## src/hdl/ntpcal_pkg.sv

```systemverilog
// ============================================================================
// ntpcal_pkg - shared constants for the NTP reply to calendar date block
// Header check values, reciprocal constants for the divide-by-constant
// steps, pipeline depth and the month start table.
// ============================================================================
`default_nettype none

package ntpcal_pkg;

  // Header checks
  localparam logic [15:0] NTP_PORT       = 16'd123;
  localparam logic [15:0] NTP_MIN_LENGTH = 16'd48;
  localparam logic [2:0]  NTP_MODE_SRV   = 3'd4;
  localparam logic [31:0] NTP_EPOCH_DELTA = 32'd2208988800;

  // Epoch delta less two days of bias, so the biased time is never negative
  localparam logic [32:0] BIASED_DELTA = 33'd2208816000;

  // Pipeline depth from accepted beat to result strobe
  localparam int unsigned LATENCY = 9;

  // Reciprocals: floor(x / d) = (x * R) >> K, exact over the used range
  localparam logic [24:0] RCP_675  = 25'd25451659;  // K = 34, x < 2^24
  localparam logic [15:0] RCP_15A  = 16'd34953;     // K = 19, x < 2^15
  localparam logic [9:0]  RCP_15B  = 10'd547;       // K = 13, x < 2^9
  localparam logic [15:0] RCP_365A = 16'd45965;     // K = 24, x < 2^16
  localparam logic [18:0] RCP_365B = 19'd367720;    // K = 27, x < 2^18
  // (5 * doy + 2) / 153 folded into one multiply-add, K = 19
  localparam logic [14:0] MP_MUL   = 15'd17135;
  localparam logic [23:0] MP_ADD   = 24'd6854;

  // Era split: z = q + 719466; era 5 starts at z = 730485
  localparam logic [14:0] ERA5_Q     = 15'd11019;
  localparam logic [17:0] ERA4_SHIFT = 18'd135078;

  // Day-of-era thresholds for the century correction
  localparam logic [17:0] DOE_C1 = 18'd36524;
  localparam logic [17:0] DOE_C2 = 18'd73048;
  localparam logic [17:0] DOE_C3 = 18'd109572;
  localparam logic [17:0] DOE_C4 = 18'd146096;

  localparam logic [11:0] YEAR_ERA4 = 12'd1600;
  localparam logic [11:0] YEAR_ERA5 = 12'd2000;

  // Day of year (March based) at which month index mp starts
  function automatic logic [8:0] month_start(input logic [3:0] mp);
    logic [8:0] r;
    case (mp)
      4'd0:    r = 9'd0;
      4'd1:    r = 9'd31;
      4'd2:    r = 9'd61;
      4'd3:    r = 9'd92;
      4'd4:    r = 9'd122;
      4'd5:    r = 9'd153;
      4'd6:    r = 9'd184;
      4'd7:    r = 9'd214;
      4'd8:    r = 9'd245;
      4'd9:    r = 9'd275;
      4'd10:   r = 9'd306;
      4'd11:   r = 9'd337;
      default: r = 9'd0;
    endcase
    return r;
  endfunction

endpackage

`default_nettype wire

```

## src/hdl/ntp_reply_to_calendar_date.sv

```systemverilog
// ============================================================================
// ntp_reply_to_calendar_date - NTP reply check and local civil date
// Validates one reply's header facts and converts its transmit time plus
// the zone offset into year, month, day, hour, minute and second.
// ============================================================================
//
//  channel   | signals                                   | handshake
//  ----------+-------------------------------------------+------------------
//  reply in  | payload_length .. transmit_seconds        | start && !busy
//  config    | cfg_wdata (signed minutes)                | cfg_we
//  result    | reply_valid, year .. second               | done, one cycle
//
//  Nine register stages; a beat may enter every cycle and its result
//  strobes on done together with the output fields. busy is always low.
//  Depth is set by the chain of constant-reciprocal multiplies (days,
//  minutes, hours, day-of-era, year-of-era, month).
//  Synchronous reset clears the stage valid bits and the zone offset;
//  beats in flight are dropped. The receiver cannot stall.
//
`default_nettype none

module ntp_reply_to_calendar_date (
  input  logic               clk,
  input  logic               rst,
  input  logic               start,
  output logic               busy,
  input  logic               cfg_we,
  input  logic signed [11:0] cfg_wdata,
  input  logic [15:0]        payload_length,
  input  logic [15:0]        source_port,
  input  logic               address_match,
  input  logic [7:0]         header_byte,
  input  logic [7:0]         stratum_byte,
  input  logic [31:0]        transmit_seconds,
  output logic               done,
  output logic               reply_valid,
  output logic [10:0]        year,
  output logic [3:0]         month,
  output logic [4:0]         day,
  output logic [4:0]         hour,
  output logic [5:0]         minute,
  output logic [5:0]         second
);
  import ntpcal_pkg::*;

  // zone offset held in seconds (minutes * 60), 18-bit two's complement
  logic [17:0] zone_seconds;
  logic [17:0] zone_ext;
  logic [17:0] zone_seconds_next;

  logic                 accept;
  logic [LATENCY-2:0]   stage_vld;

  // stage registers
  logic        s1_ok;  logic [30:0] s1_u;
  logic        s2_ok;  logic [14:0] s2_q;  logic [23:0] s2_x;  logic [6:0] s2_lo;
  logic        s3_ok;  logic [16:0] s3_sod; logic [17:0] s3_doe; logic s3_era5;
  logic        s4_ok;  logic [16:0] s4_sod; logic [10:0] s4_mins;
  logic [17:0] s4_doe; logic [6:0] s4_d1460; logic s4_era5;
  logic        s5_ok;  logic [10:0] s5_mins; logic [5:0] s5_sec;
  logic [17:0] s5_n;   logic [17:0] s5_doe;  logic s5_era5;
  logic        s6_ok;  logic [10:0] s6_mins; logic [4:0] s6_hr; logic [5:0] s6_sec;
  logic [8:0]  s6_yoe; logic [17:0] s6_doe;  logic s6_era5;
  logic        s7_ok;  logic [4:0] s7_hr; logic [5:0] s7_min; logic [5:0] s7_sec;
  logic [8:0]  s7_yoe; logic [8:0] s7_doy; logic s7_era5;
  logic        s8_ok;  logic [4:0] s8_hr; logic [5:0] s8_min; logic [5:0] s8_sec;
  logic [8:0]  s8_yoe; logic [8:0] s8_doy; logic [3:0] s8_mp; logic s8_era5;

  // combinational per stage
  logic        c1_ok;
  logic [32:0] c1_sum;
  logic [48:0] c2_prod;
  logic [24:0] c3_q675;
  logic [23:0] c3_rem;
  logic        c3_era5;
  logic [17:0] c3_doe;
  logic [30:0] c4_mprod;
  logic [31:0] c4_dprod;
  logic [16:0] c5_m60;
  logic [2:0]  c5_cent;
  logic [17:0] c5_n;
  logic [18:0] c6_hprod;
  logic [36:0] c6_yprod;
  logic [10:0] c7_h60;
  logic [1:0]  c7_c100;
  logic [17:0] c7_ydays;
  logic [17:0] c7_doy;
  logic [23:0] c8_mprod;
  logic [8:0]  c9_day;
  logic [11:0] c9_year;
  logic [3:0]  c9_month;

  assign busy   = 1'b0;
  assign accept = start & ~busy;

  // zone offset in seconds: m * 64 - m * 4
  assign zone_ext          = {{6{cfg_wdata[11]}}, cfg_wdata};
  assign zone_seconds_next = (zone_ext << 6) - (zone_ext << 2);

  // stage 1: header checks, biased local time
  assign c1_ok  = (source_port == NTP_PORT) && (payload_length >= NTP_MIN_LENGTH) &&
                  address_match && (header_byte[2:0] == NTP_MODE_SRV) &&
                  (stratum_byte != 8'd0) && (transmit_seconds > NTP_EPOCH_DELTA);
  assign c1_sum = {1'b0, transmit_seconds} + {{15{zone_seconds[17]}}, zone_seconds}
                  - BIASED_DELTA;

  // stage 2: biased days = (u >> 7) / 675
  assign c2_prod = {25'd0, s1_u[30:7]} * {24'd0, RCP_675};

  // stage 3: seconds of day, day of era
  assign c3_q675 = {10'd0, s2_q} * 25'd675;
  assign c3_rem  = s2_x - c3_q675[23:0];
  assign c3_era5 = (s2_q >= ERA5_Q);
  assign c3_doe  = c3_era5 ? ({3'd0, s2_q} - {3'd0, ERA5_Q})
                           : ({3'd0, s2_q} + ERA4_SHIFT);

  // stage 4: minutes of day, doe / 1460
  assign c4_mprod = {16'd0, s3_sod[16:2]} * {15'd0, RCP_15A};
  assign c4_dprod = {16'd0, s3_doe[17:2]} * {16'd0, RCP_365A};

  // stage 5: second, leap-corrected day count
  assign c5_m60  = {6'd0, s4_mins} * 17'd60;
  assign c5_cent = 3'((s4_doe >= DOE_C1)) + 3'((s4_doe >= DOE_C2)) +
                   3'((s4_doe >= DOE_C3)) + 3'((s4_doe >= DOE_C4));
  assign c5_n    = s4_doe - {11'd0, s4_d1460} + {15'd0, c5_cent}
                   - {17'd0, (s4_doe >= DOE_C4)};

  // stage 6: hour, year of era
  assign c6_hprod = {10'd0, s5_mins[10:2]} * {9'd0, RCP_15B};
  assign c6_yprod = {19'd0, s5_n} * {18'd0, RCP_365B};

  // stage 7: minute, day of year
  assign c7_h60   = {6'd0, s6_hr} * 11'd60;
  assign c7_c100  = 2'((s6_yoe >= 9'd100)) + 2'((s6_yoe >= 9'd200)) +
                    2'((s6_yoe >= 9'd300));
  assign c7_ydays = {9'd0, s6_yoe} * 18'd365 + {11'd0, s6_yoe[8:2]} - {16'd0, c7_c100};
  assign c7_doy   = s6_doe - c7_ydays;

  // stage 8: March-based month index
  assign c8_mprod = {15'd0, s7_doy} * {9'd0, MP_MUL} + MP_ADD;

  // stage 9: day, month, year
  assign c9_day   = s8_doy - month_start(s8_mp) + 9'd1;
  assign c9_month = (s8_mp < 4'd10) ? (s8_mp + 4'd3) : (s8_mp - 4'd9);
  assign c9_year  = (s8_era5 ? YEAR_ERA5 : YEAR_ERA4) + {3'd0, s8_yoe}
                    + {11'd0, (s8_mp >= 4'd10)};

  // control: config register, valid bits, strobe
  always_ff @(posedge clk) begin
    if (rst) begin
      zone_seconds <= 18'd0;
      stage_vld    <= '0;
      done         <= 1'b0;
    end else begin
      if (cfg_we) begin
        zone_seconds <= zone_seconds_next;
      end
      stage_vld <= {stage_vld[LATENCY-3:0], accept};
      done      <= stage_vld[LATENCY-2];
    end
  end

  // datapath stages
  always_ff @(posedge clk) begin
    s1_ok <= c1_ok;
    s1_u  <= c1_sum[30:0];

    s2_ok <= s1_ok;
    s2_q  <= c2_prod[48:34];
    s2_x  <= s1_u[30:7];
    s2_lo <= s1_u[6:0];

    s3_ok   <= s2_ok;
    s3_sod  <= {c3_rem[9:0], s2_lo};
    s3_doe  <= c3_doe;
    s3_era5 <= c3_era5;

    s4_ok    <= s3_ok;
    s4_sod   <= s3_sod;
    s4_mins  <= c4_mprod[29:19];
    s4_doe   <= s3_doe;
    s4_d1460 <= c4_dprod[30:24];
    s4_era5  <= s3_era5;

    s5_ok   <= s4_ok;
    s5_mins <= s4_mins;
    s5_sec  <= 6'(s4_sod - c5_m60);
    s5_n    <= c5_n;
    s5_doe  <= s4_doe;
    s5_era5 <= s4_era5;

    s6_ok   <= s5_ok;
    s6_mins <= s5_mins;
    s6_hr   <= c6_hprod[17:13];
    s6_sec  <= s5_sec;
    s6_yoe  <= c6_yprod[35:27];
    s6_doe  <= s5_doe;
    s6_era5 <= s5_era5;

    s7_ok   <= s6_ok;
    s7_hr   <= s6_hr;
    s7_min  <= 6'(s6_mins - c7_h60);
    s7_sec  <= s6_sec;
    s7_yoe  <= s6_yoe;
    s7_doy  <= c7_doy[8:0];
    s7_era5 <= s6_era5;

    s8_ok   <= s7_ok;
    s8_hr   <= s7_hr;
    s8_min  <= s7_min;
    s8_sec  <= s7_sec;
    s8_yoe  <= s7_yoe;
    s8_doy  <= s7_doy;
    s8_mp   <= c8_mprod[22:19];
    s8_era5 <= s7_era5;

    // result beat; invalid replies give all zero fields
    reply_valid <= s8_ok;
    if (s8_ok) begin
      year   <= c9_year[10:0];
      month  <= c9_month;
      day    <= c9_day[4:0];
      hour   <= s8_hr;
      minute <= s8_min;
      second <= s8_sec;
    end else begin
      year   <= 11'd0;
      month  <= 4'd0;
      day    <= 5'd0;
      hour   <= 5'd0;
      minute <= 6'd0;
      second <= 6'd0;
    end
  end

endmodule

`default_nettype wire

```

## config.mk

```make
export PLATFORM = sky130hd
export DESIGN_NAME = ntp_reply_to_calendar_date
export DESIGN_NICKNAME = d
export VERILOG_FILES = /design/src/hdl/ntpcal_pkg.sv /design/src/hdl/ntp_reply_to_calendar_date.sv
export SDC_FILE = /design/constraint.sdc
export NUM_CORES = 2
export LEC_CHECK = 0
export ABC_AREA = 1
export BUFFER_PORTS_ARGS = -buffer_cell sky130_fd_sc_hd__buf_2
export CAP_MARGIN = 20
export CORE_UTILIZATION = 55
export DETAILED_ROUTE_END_ITERATION = 12
export HOLD_SLACK_MARGIN = 0.1
export PLACE_DENSITY = 0.74
export SLEW_MARGIN = 20
export SYNTH_ARGS = -nofsm -noshare
export SYNTH_HDL_FRONTEND = slang
export SYNTH_SLANG_ARGS = --single-unit
```

## constraint.sdc

```tcl
create_clock -name clk -period 6.2 [get_ports clk]
set_input_delay 0.93 -clock clk [delete_from_list [all_inputs] [get_ports clk]]
set_output_delay 0.93 -clock clk [all_outputs]
set_load 0.01 [all_outputs]
```

==> results.md <==
* I/O Buffers at 126
* Die X at 284.2 um
* Met3 wire length at 4.435 mm
* Final setup violation count at 0
* Worst hold path class: register to register
* Hold_sp: s3_sod[0]
* Post-CTS Setup Repair Bufs at 0
* Outcome: complete, no violations
* WP buf/inv at 4
* Area after DPL at 45920 sq um
* M1 WL at 43.20 mm
* Fraction of layout cells with a size suffix above 1 at 4.678%
* WL final at 101.8 mm
* Global Route Usage Sum at 25.81%
* Met2 routed WL at 50.91 mm
* H-tree Lvls at 2
* Drt initial violations at 1389
* Most common cell after layout, fill and taps aside: inv_1
* Syn avg cell area at 8.484 sq um
* IO Count at 137
* Min Hold Slack at 321.7 ps
* Inst Count DP at 6360
* Cell mode on critical path: fa_1
* Hold Path Depth at 0
* Skew final at 48.01 ps
* Die area at 80790 sq um
* Mapped Nets at 6696
* Critical path class: register to register
* Primary FF master, synth: dfxtp_1
* Clock Path Buffers at 3
* Rows at 103
* Post-synth EDFFs at 0
* CP top delay family: adder cells
* Synthesis-stage register bit count at 371
* Final Wtd Congestion at 0.9636
* Yosys warning total at 0
* Hold_buf cts at 0
* Worst-Margin Slew at 770.1 ps
* Cell variety after synth at 49
* Syn-to-layout area delta at 8.348%
* Final hold viol count at 0
* Synth Area in Compound Gates at 6.414%
* Fmax achieved at 0.1700 GHz
* CP arrival at 6380 ps
* Netlist area before placement at 43810 sq um
* RSZ-0062 raised after global routing: false
* Slowest stage cell, crit path: dfxtp_1
* Area of the core at 78870 sq um
* Min cycle time layout at 5883 ps
* Adder-cell share of the synthesized area at 49.14%
* Gates resized, CTS repair at 0
* Number of global-route vias before repair at 34140
* Post-detail-place hpwl at 88.67 mm
* Starting density of the core at 55.55%
* Post-layout nets at 6886
* Worst r2r src: s1_u[29]
* Maximum capacitance violations at 0
* Crit-path max cell delay at 580 ps
* CP max FO at 8
* Initial antenna violation count at 6
* Residual DRC count at 0
* Sequence of cells on the critical path: inv_1 -> ha_1 -> xnor2_1 -> ha_1 -> nor2_1 -> fa_1 -> inv_1 -> fa_1 -> fa_1 -> inv_1 -> fa_1 -> inv_1 -> fa_1 -> ha_1 -> nand2_1 -> nor2_1 -> nand2_1 -> nor4_1 -> nand3_1 -> nand3_1 -> nand2_1
* First-pass GRT wire length at 168.3 mm
* Crit start category: register
* Worst skew pair latency at 600 ps
* Pin count of the biggest net entering global routing at 31
* Endpoint of the worst register-to-register path: s2_q[10]
* Mux share of post-synthesis cell area at 0%
* Crit share post-route at 94.89%
* Clock-pin slew on the worst setup and hold paths at 60 ps
* Post-DRT Antenna Nets at 0
* CP required at 6700 ps
* Post-Synth Simple-Gate Area at 13.66%
* Reg2reg setup slack at 320 ps
* Via density at 5.156
* XOR/XNOR Fraction of Synth Area at 2.859%
* # clock sinks at 371
* CTS tree: built
* Worst Setup End Kind: register
* Worst R2R Path Depth at 21
* Post-synthesis sequential area ratio at 16.95%
* Avg WL per Cell at 15.80 um
* Commonest cells after routing, fill and taps aside: inv_1, ha_1, nand2_1
* Share of synthesized flip-flops with an asynchronous set or reset at 0%
* Fin. max-slew vios at 0
* Slew headroom at 48.59%
* Largest family of logic cells by synthesized area: adder cells
* Layout Cells excl Fill at 6442
* Mapped Cells at 5164
* Worst Hold End: s4_sod[0]
* TritonCTS Buffers at 42
* Top layer in use: met4
* Root buffer cell: clkbuf_16
* GRT overflow at 0
* Final design area excluding fillers at 47470 sq um
* Die span in y at 284.2 um
* DR vias at 33220
* Pre-antenna DRT Iters at 11
* Sum Neg Setup Slack at 0 ps
metrics by stage:
| step | setup slack (ps) | utilization, % |
|---|---|---|
| 4_1_cts | 389.9 | 60.17 |
| 6_report | 316.9 | 60.18 |
| 3_3_place_gp | 523.4 | 58.22 |
| 2_1_floorplan | 1004 | - |
| 5_1_grt | 14.14 | 60.18 |
| 3_5_place_dp | 447.3 | 58.22 |
cell families after synthesis:
kind of cell,count (synthesis)
flops,371
buf+inv,1271
xor+xnor,143
fa+ha+maj,1435
other cells,1
compound gates,502
simple gates,1441
worst max-delay path by stage:
stage | from | slack, ps | cells after the start | to
CTS | s1_u[29] | 390 | 22 | s2_q[0]
finish | s1_u[29] | 320 | 21 | s2_q[10]
floorplan | s1_u[14] | 1000 | 24 | s2_q[0]
detailed placement | s1_u[29] | 450 | 22 | s2_q[0]
global placement | s1_u[29] | 520 | 22 | s2_q[0]
global route | s1_u[29] | 10 | 21 | s2_q[10]
worst register-to-register path, stage by stage, from the launching register on:
cell,delay [ps]
dfxtp_1,580
inv_1,90
ha_1,360
xnor2_1,260
ha_1,190
nor2_1,60
fa_1,490
inv_1,70
fa_1,520
fa_1,570
inv_1,70
fa_1,420
inv_1,90
fa_1,440
ha_1,350
nand2_1,120
nor2_1,220
nand2_1,140
nor4_1,320
nand3_1,220
nand3_1,130
nand2_1,50
cell usage after synthesis (5+ instances only):
master / instances / share of area [%]
a211oi_1: 5 / 0.086
a21o_1: 32 / 0.55
a21oi_1: 245 / 2.8
a31oi_1: 15 / 0.21
clkbuf_1: 7 / 0.060
dfxtp_1: 371 / 17
fa_1: 476 / 22
ha_1: 959 / 27
inv_1: 1254 / 11
nand2_1: 799 / 6.8
nand3_1: 170 / 1.9
nand4_1: 60 / 0.86
nor2_1: 314 / 2.7
nor3_1: 53 / 0.61
nor4_1: 24 / 0.34
o211ai_1: 9 / 0.15
o21a_1: 8 / 0.14
o21ai_0: 137 / 1.6
o21bai_1: 32 / 0.55
or2_2: 7 / 0.10
xnor2_1: 48 / 0.96
xor2_1: 95 / 1.9
sequential cells by signal, indices dropped and copies added (netlist names), 10 cells and up, named ones only:
signal / flops
s3_doe: 18
s5_mins: 11
s4_doe: 18
year: 11
s2_q: 15
zone_seconds: 16
s3_sod: 17
s5_n: 18
s4_mins: 11
s2_x: 10
s1_u: 31
final cells by class:
class	instances	area (sq um)
diodes	5	12.51
well taps	1050	1314
fillers	6917	31400
repair buffers	159	878.3
clock buffers	44	1059
multi-input cells	3522	31580
flip-flops and latches	371	7427
inverters	1258	4725
clock inverters	33	475.5
routing by layer:
layer	GRT usage [%]	vias to the layer above
li1	-	16580
met1	31.83	15720
met2	46.71	739
met3	2.849	178
met4	8.320	0
met5	0	-
Power is not shown: default switching activity piles up to over one toggle a cycle in this logic, so the estimate is an artifact.
